`config.mk`:
```
export PLATFORM = sky130hd
export DESIGN_NAME = two_bit_link_frame_receiver
export DESIGN_NICKNAME = d
export VERILOG_FILES = /design/src/design/tblfr_pkg.sv /design/src/design/tblfr_core.sv /design/src/design/two_bit_link_frame_receiver.sv
export SDC_FILE = /design/constraint.sdc
export NUM_CORES = 1
export LEC_CHECK = 0
export BUFFER_PORTS_ARGS = -buffer_cell sky130_fd_sc_hd__clkbuf_2
export CAP_MARGIN = 10
export CORE_ASPECT_RATIO = 0.75
export CORE_MARGIN = 2
export CORE_UTILIZATION = 55
export CTS_CLUSTER_DIAMETER = 200
export DETAILED_ROUTE_END_ITERATION = 10
export HOLD_SLACK_MARGIN = 0.15
export PLACE_DENSITY = 0.73
export SKIP_LAST_GASP = 1
export SLEW_MARGIN = 40
export SYNTH_ARGS = -nofsm -noshare
export SYNTH_HDL_FRONTEND = slang
export SYNTH_SLANG_ARGS = --single-unit
```
`constraint.sdc`:
```
create_clock -name clk_i -period 7.3 [get_ports clk_i]
set_input_delay 0.73 -clock clk_i [delete_from_list [all_inputs] [get_ports clk_i]]
set_output_delay 0.73 -clock clk_i [all_outputs]
set_load 0.02 [all_outputs]
```
`src/design/tblfr_pkg.sv`:
```
// ----------------------------------------------------------------------------
// Two-bit link frame receiver package
// Shared types and constants for the frame receiver and its step logic.
// ----------------------------------------------------------------------------
package tblfr_pkg;

  localparam int unsigned LineW  = 8;
  localparam int unsigned ByteW  = 8;
  localparam int unsigned CfgIdxW = 2;

  // line bit positions
  localparam int unsigned AckBit   = 2;
  localparam int unsigned ClockBit = 3;

  // configuration register indexes
  localparam logic [CfgIdxW-1:0] CfgBegin  = 2'd0;
  localparam logic [CfgIdxW-1:0] CfgEnd    = 2'd1;
  localparam logic [CfgIdxW-1:0] CfgEscape = 2'd2;

  // reset values of the control codes
  localparam logic [ByteW-1:0] BeginReset  = 8'd2;
  localparam logic [ByteW-1:0] EndReset    = 8'd3;
  localparam logic [ByteW-1:0] EscapeReset = 8'd27;

  // byte position within a frame (saturates at PosBody)
  localparam logic [1:0] PosChecksum = 2'd0;
  localparam logic [1:0] PosFirst    = 2'd1;
  localparam logic [1:0] PosBody     = 2'd2;

  typedef struct packed {
    logic [ByteW-1:0] begin_code;
    logic [ByteW-1:0] end_code;
    logic [ByteW-1:0] escape_code;
  } codes_t;

  typedef struct packed {
    logic [LineW-1:0] line_out;
    logic             byte_valid;
    logic [ByteW-1:0] byte_value;
    logic             frame_done;
    logic             frame_ok;
  } result_t;

endpackage

```
`src/design/tblfr_core.sv`:
```
// ----------------------------------------------------------------------------
// Frame receiver step logic
// Holds the deserializer and framing state and computes one result per
// line sample; the state advances only when step_i is high.
// ----------------------------------------------------------------------------
module tblfr_core (
  input  logic                            clk_i,
  input  logic                            rst_ni,
  input  logic                            step_i,
  input  logic [tblfr_pkg::LineW-1:0]     line_i,
  input  tblfr_pkg::codes_t               codes_i,
  output tblfr_pkg::result_t              result_o
);
  import tblfr_pkg::*;

  logic             receiving_q, receiving_d;
  logic [ByteW-1:0] shift_q, shift_d;
  logic [1:0]       pair_q, pair_d;
  logic             prev_clock_q, prev_clock_d;
  logic             escape_q, escape_d;
  logic             ack_q, ack_d;
  logic [1:0]       pos_q, pos_d;
  logic [ByteW-1:0] rx_sum_q, rx_sum_d;
  logic [ByteW-1:0] run_sum_q, run_sum_d;

  logic             toggle;
  logic [ByteW-1:0] new_shift;
  logic [1:0]       new_pair;
  logic             byte_done;
  logic             is_esc, is_begin, is_end;
  logic             match;

  assign toggle    = line_i[ClockBit] != prev_clock_q;
  assign new_shift = {shift_q[ByteW-3:0], line_i[1:0]};
  assign new_pair  = pair_q + 2'd1;
  assign byte_done = toggle && (new_pair == 2'd0);
  assign is_esc    = new_shift == codes_i.escape_code;
  assign is_begin  = new_shift == codes_i.begin_code;
  assign is_end    = new_shift == codes_i.end_code;
  assign match     = rx_sum_q == run_sum_q;

  always_comb begin
    receiving_d  = receiving_q;
    shift_d      = shift_q;
    pair_d       = pair_q;
    prev_clock_d = prev_clock_q;
    escape_d     = escape_q;
    ack_d        = ack_q;
    pos_d        = pos_q;
    rx_sum_d     = rx_sum_q;
    run_sum_d    = run_sum_q;

    result_o            = '0;
    result_o.line_out   = line_i;

    if (toggle) begin
      prev_clock_d = line_i[ClockBit];
      shift_d      = new_shift;
      pair_d       = new_pair;
    end

    if (!receiving_q) begin
      result_o.line_out[AckBit] = ack_q;
      if (byte_done && is_begin) begin
        receiving_d         = 1'b1;
        escape_d            = 1'b0;
        pos_d               = PosChecksum;
        rx_sum_d            = '0;
        run_sum_d           = '0;
        result_o.byte_valid = 1'b1;
        result_o.byte_value = new_shift;
      end
    end else if (byte_done) begin
      // escape wins over begin, begin over end when codes coincide
      priority if (escape_q && (is_esc || is_begin || is_end)) begin
        escape_d = 1'b0;
      end else if (is_esc) begin
        escape_d = 1'b1;
      end else if (is_begin) begin
        escape_d = escape_q;
      end else if (is_end) begin
        ack_d               = match;
        result_o.frame_done = 1'b1;
        result_o.frame_ok   = match;
        receiving_d         = 1'b0;
      end else begin
        escape_d = escape_q;
      end
      if (pos_q == PosChecksum) begin
        rx_sum_d = new_shift;
        pos_d    = PosFirst;
      end else begin
        run_sum_d = run_sum_q + new_shift;
        pos_d     = PosBody;
      end
      result_o.byte_valid = 1'b1;
      result_o.byte_value = new_shift;
    end
  end

  always_ff @(posedge clk_i or negedge rst_ni) begin
    if (!rst_ni) begin
      receiving_q  <= 1'b0;
      shift_q      <= '0;
      pair_q       <= '0;
      prev_clock_q <= 1'b0;
      escape_q     <= 1'b0;
      ack_q        <= 1'b0;
      pos_q        <= PosChecksum;
      rx_sum_q     <= '0;
      run_sum_q    <= '0;
    end else if (step_i) begin
      receiving_q  <= receiving_d;
      shift_q      <= shift_d;
      pair_q       <= pair_d;
      prev_clock_q <= prev_clock_d;
      escape_q     <= escape_d;
      ack_q        <= ack_d;
      pos_q        <= pos_d;
      rx_sum_q     <= rx_sum_d;
      run_sum_q    <= run_sum_d;
    end
  end

endmodule

```
`src/design/two_bit_link_frame_receiver.sv`:
```
// ----------------------------------------------------------------------------
// Two-bit link frame receiver
// Deserializes a 2-bit clocked line, delimits byte-stuffed frames and checks
// an additive checksum. One result per line sample.
// ----------------------------------------------------------------------------
// Throughput: one line sample per cycle unless out_stall_i holds the output register;
// the input register feeds the step logic, whose result lands in the output
// register, so both can hold an item at once.
// Reset: asynchronous, clears the framing state and loads the default codes
// (begin 2, end 3, escape 27). No clearing pass.
module two_bit_link_frame_receiver (
  input  logic                            clk_i,
  input  logic                            rst_ni,

  input  logic                            in_valid_i,
  output logic                            in_stall_o,
  input  logic [tblfr_pkg::LineW-1:0]     line_in_i,

  output logic                            out_valid_o,
  input  logic                            out_stall_i,
  output logic [tblfr_pkg::LineW-1:0]     line_out_o,
  output logic                            byte_valid_o,
  output logic [tblfr_pkg::ByteW-1:0]     byte_value_o,
  output logic                            frame_done_o,
  output logic                            frame_ok_o,

  input  logic                            cfg_valid_i,
  output logic                            cfg_ready_o,
  input  logic [tblfr_pkg::CfgIdxW-1:0]   cfg_index_i,
  input  logic [tblfr_pkg::ByteW-1:0]     cfg_data_i
);
  import tblfr_pkg::*;

  logic             in_valid_q;
  logic [LineW-1:0] line_q;
  logic             out_valid_q;
  result_t          result_q;
  result_t          result_d;
  codes_t           codes_q;
  logic             advance;

  // input register moves on when the output register is free or draining
  assign advance     = in_valid_q && (!out_valid_q || !out_stall_i);
  assign in_stall_o  = in_valid_q && !advance;
  assign cfg_ready_o = 1'b1;

  tblfr_core u_core (
    .clk_i    (clk_i),
    .rst_ni   (rst_ni),
    .step_i   (advance),
    .line_i   (line_q),
    .codes_i  (codes_q),
    .result_o (result_d)
  );

  always_ff @(posedge clk_i or negedge rst_ni) begin
    if (!rst_ni) begin
      in_valid_q <= 1'b0;
    end else if (!in_stall_o) begin
      in_valid_q <= in_valid_i;
    end
  end

  always_ff @(posedge clk_i) begin
    if (in_valid_i && !in_stall_o) begin
      line_q <= line_in_i;
    end
  end

  always_ff @(posedge clk_i or negedge rst_ni) begin
    if (!rst_ni) begin
      out_valid_q <= 1'b0;
    end else if (advance) begin
      out_valid_q <= 1'b1;
    end else if (!out_stall_i) begin
      out_valid_q <= 1'b0;
    end
  end

  always_ff @(posedge clk_i) begin
    if (advance) begin
      result_q <= result_d;
    end
  end

  always_ff @(posedge clk_i or negedge rst_ni) begin
    if (!rst_ni) begin
      codes_q.begin_code  <= BeginReset;
      codes_q.end_code    <= EndReset;
      codes_q.escape_code <= EscapeReset;
    end else if (cfg_valid_i && cfg_ready_o) begin
      unique case (cfg_index_i)
        CfgBegin:  codes_q.begin_code  <= cfg_data_i;
        CfgEnd:    codes_q.end_code    <= cfg_data_i;
        CfgEscape: codes_q.escape_code <= cfg_data_i;
        default:   codes_q             <= codes_q;
      endcase
    end
  end

  assign out_valid_o  = out_valid_q;
  assign line_out_o   = result_q.line_out;
  assign byte_valid_o = result_q.byte_valid;
  assign byte_value_o = result_q.byte_value;
  assign frame_done_o = result_q.frame_done;
  assign frame_ok_o   = result_q.frame_ok;

endmodule
```
==> impl_metrics.yaml <==
power:
  ir_worst_vdd_v: 0.000181
  switching_share: 0.305
  pwr-share-seq: 0.528
  power_w: 0.00121
  p_switching_w: 0.000368
  power_density_nw_per_um2: 284
  clkPwrFrac: 0.271
  comb_power_share: 0.201
  power.internal_w: 0.000838
  p_leak_nw: 1.86
global_routing:
  grt-ovfl-total: 0
  antenna_found_initial: 0
  grt_max_degree: 57
  grt_pass1_wl_mm: 11.4
  grt_pass1_vias: 2267
  track_usage: 0.199
final_layout:
  final_nets: 349
  antennaDiodeCount: 0
  post-route-util: 0.631
  postLayoutCellArea_sq_um: 4250
  drive_gt1_frac: 0.339
  area_delta_synth_final_pct: 12.5
route:
  ant_nets: 0
  via_count: 2273
  viasPerCell: 5.60
  routed_wl_mm: 6.60
  wl_per_cell_um: 16.3
  dr.pass1.iters: 4
  dr.first_iter.drc_count: 165
  drc: 0
synth:
  synth_top_area_frac: 0.325
  synth_fp_nets: 305
  synth_common_cells: "dfrtp_1, mux2_2, edfxtp_1"
  post-synth-top-area-cell: "dfrtp_1"
  avgSynthCellArea_sq_um: 13.8
  synth_flop_cell: "dfrtp_1"
  synth.yosys.seq_area_share: 0.588
  syn_area_sq_um: 3780
  yosysMostFrequentCell: "dfrtp_1"
  synth.area.top_cells: "dfrtp_1, edfxtp_1, mux2_2, dfstp_2, xor2_1"
  synthArstFlopShare: 0.675
  synth-edff-count: 27
  synth_seq_cells: 83
  ys_types: 43
  yosys_warnings: 0
  syn_inst: 273
critical_path:
  reg2reg_slack_ns: 4.91
  worstPathRequired_ns: 7.54
  critPathCaptureType: "flip-flop"
  ff2ff_path_depth: 7
  crit_type: "reg2reg"
  cp-start-kind: "flip-flop"
  crit_arrival_ns: 2.63
  r2r_start: "line_q[0]"
  endpoint: "u_core.run_sum_q[6]"
  crit_start: "line_q[0]"
  rr_endpoint: "u_core.run_sum_q[6]"
  crit_fanout: 8
sta:
  max_freq_mhz: 418
  tns_ns: 0
  min_period_ns: 2.39
  setup_viol: 0
  rsz0062_at_grt: "false"
  hold_viol_final: 0
  tightest_slew_ns: 0.735
  min_period_over_period: 0.327
  drv_slew: 0
  whs_ns: 0.427
  fin_skew_ns: 0.00592
  relSlewSlack: 0.509
placed_design:
  dpl_cell_area_sq_um: 4050
  numPortBuffers: 43
  gp_congestion: 0.795
  hpwl_mm: 4.73
clocking:
  tritoncts.num_buffers: 9
  clkSinkCount: 83
  clockBufferDepth: 2
  cts_resized: 0
  h-tree-depth: 3
  clk_pin_slew_ns: 0.08
  root_buffer: "clkbuf_8"
  holdBufCountCts: 0
  insertion_delay_ns: 0.35
  post_cts_buffers: 0
  cts_tree: "done"
job:
  drv_cap: 0
floorplan:
  chipHeight_um: 75.8
  top_level_ports: 45
  design.die.area_sq_um: 7550
  coreArea_sq_um: 6730
  chipWidth_um: 99.7
  rows: 26
  start_util: 0.561
worst_hold_path:
  holdCritPathClass: "reg2reg"
outcome:
  status: "finished, final reports clean"
==> worst max-delay path, cell delays in order, from the launching register on <==
cell	delay (ns)
edfxtp_1	0.59
ha_1	0.32
fa_1	0.44
a21o_1	0.17
a21oi_1	0.22
o21ai_0	0.17
xor2_1	0.18
a22o_1	0.19
==> through the flow <==
step / setup WS, ns / cells
floorplan: 4.30 / 273
global placement: 4.45 / 390
detailed placement: 4.70 / 390
CTS: 4.90 / 406
global route: 4.79 / 406
finish: 4.91 / 406
==> cells by family (layout without fill, tap and decap cells) <==
group	Yosys count	in the layout	share of synthesized area
flip-flops	83	83	0.588
AND/OR/NAND/NOR	54	54	0.0888
AO/OA/AOI/OAI	41	41	0.0795
XOR/XNOR	39	39	0.0905
multiplexers	34	34	0.101
buffers and inverters	12	61	0.0189
adder cells (fa/ha/maj)	9	9	0.0318
other	1	1	0.000993
==> flip-flops by register name, summed over array words and instances (netlist names) <==
signal               cells
codes_q                 24
u_core.ack_q             1
byte_valid_o             1
byte_value_o             8
frame_ok_o               1
u_core.pos_q             2
u_core.receiving_q       1
u_core.prev_clock_q      1
u_core.shift_q           6
u_core.rx_sum_q          8
line_out_o               8
in_valid_q               1
u_core.run_sum_q         8
u_core.escape_q          1
out_valid_o              1
line_q                   8
u_core.pair_q            2
frame_done_o             1
==> metal layers <==
| metal | share of wire | global-route usage | routed length [um] | vias to the layer above |
|---|---|---|---|---|
| met5 | 0 | 0 | 0 | - |
| met4 | 0.0098 | 0.0533 | 65 | 0 |
| met3 | 0.052 | 0.0523 | 340 | 7 |
| met2 | 0.46 | 0.332 | 3060 | 56 |
| met1 | 0.47 | 0.266 | 3130 | 1136 |
| li1 | - | - | - | 1074 |
==> power by group through the flow <==
stage	logic, W	clock network (W)	registers (W)
finish	0.000242	0.000326	0.000637
CTS	0.000245	0.000331	0.000638
floorplan	0.000228	0	0.000599
detailed placement	0.000243	0	0.000648
global placement	0.000238	0	0.000644
global route	0.000271	0.000353	0.000649
==> layout make-up <==
cell class                      instances  area, sq um
Fill cell                             513         2490
Sequential cell                        83         2220
Multi-Input combinational cell        178         1500
Timing Repair Buffer                   44          223
Clock buffer                            9          124
Tap cell                               84          105
Clock inverter                          7         76.3
Inverter                                1         3.75
==> worst min-delay path by stage <==
stage	start	end	slack, ns	cells after the start
3_5_place_dp	line_q[5]	line_out_o[5]	0.41	0
6_report	line_q[4]	line_out_o[4]	0.43	0
2_1_floorplan	line_q[4]	line_out_o[4]	0.40	0
4_1_cts	line_q[4]	line_out_o[4]	0.43	0
5_1_grt	line_q[4]	line_out_o[4]	0.43	0
3_3_place_gp	line_q[5]	line_out_o[5]	0.40	0
==> cell usage in the layout (no fill, tap or decap), types with 3 or more instances in the layout <==
cell type / n
xnor2_1: 19
dfrtp_1: 49
a21oi_1: 7
dfstp_2: 7
ha_1: 8
nand2_1: 12
edfxtp_1: 27
and2_1: 9
xor2_1: 20
a21o_1: 6
clkbuf_2: 43
clkbuf_8: 9
mux2_2: 33
nand4_1: 5
a22o_1: 14
nand3_1: 3
nor2_1: 5
nand3b_1: 4
o21ai_0: 6
(Power assumes the default switching activity.)
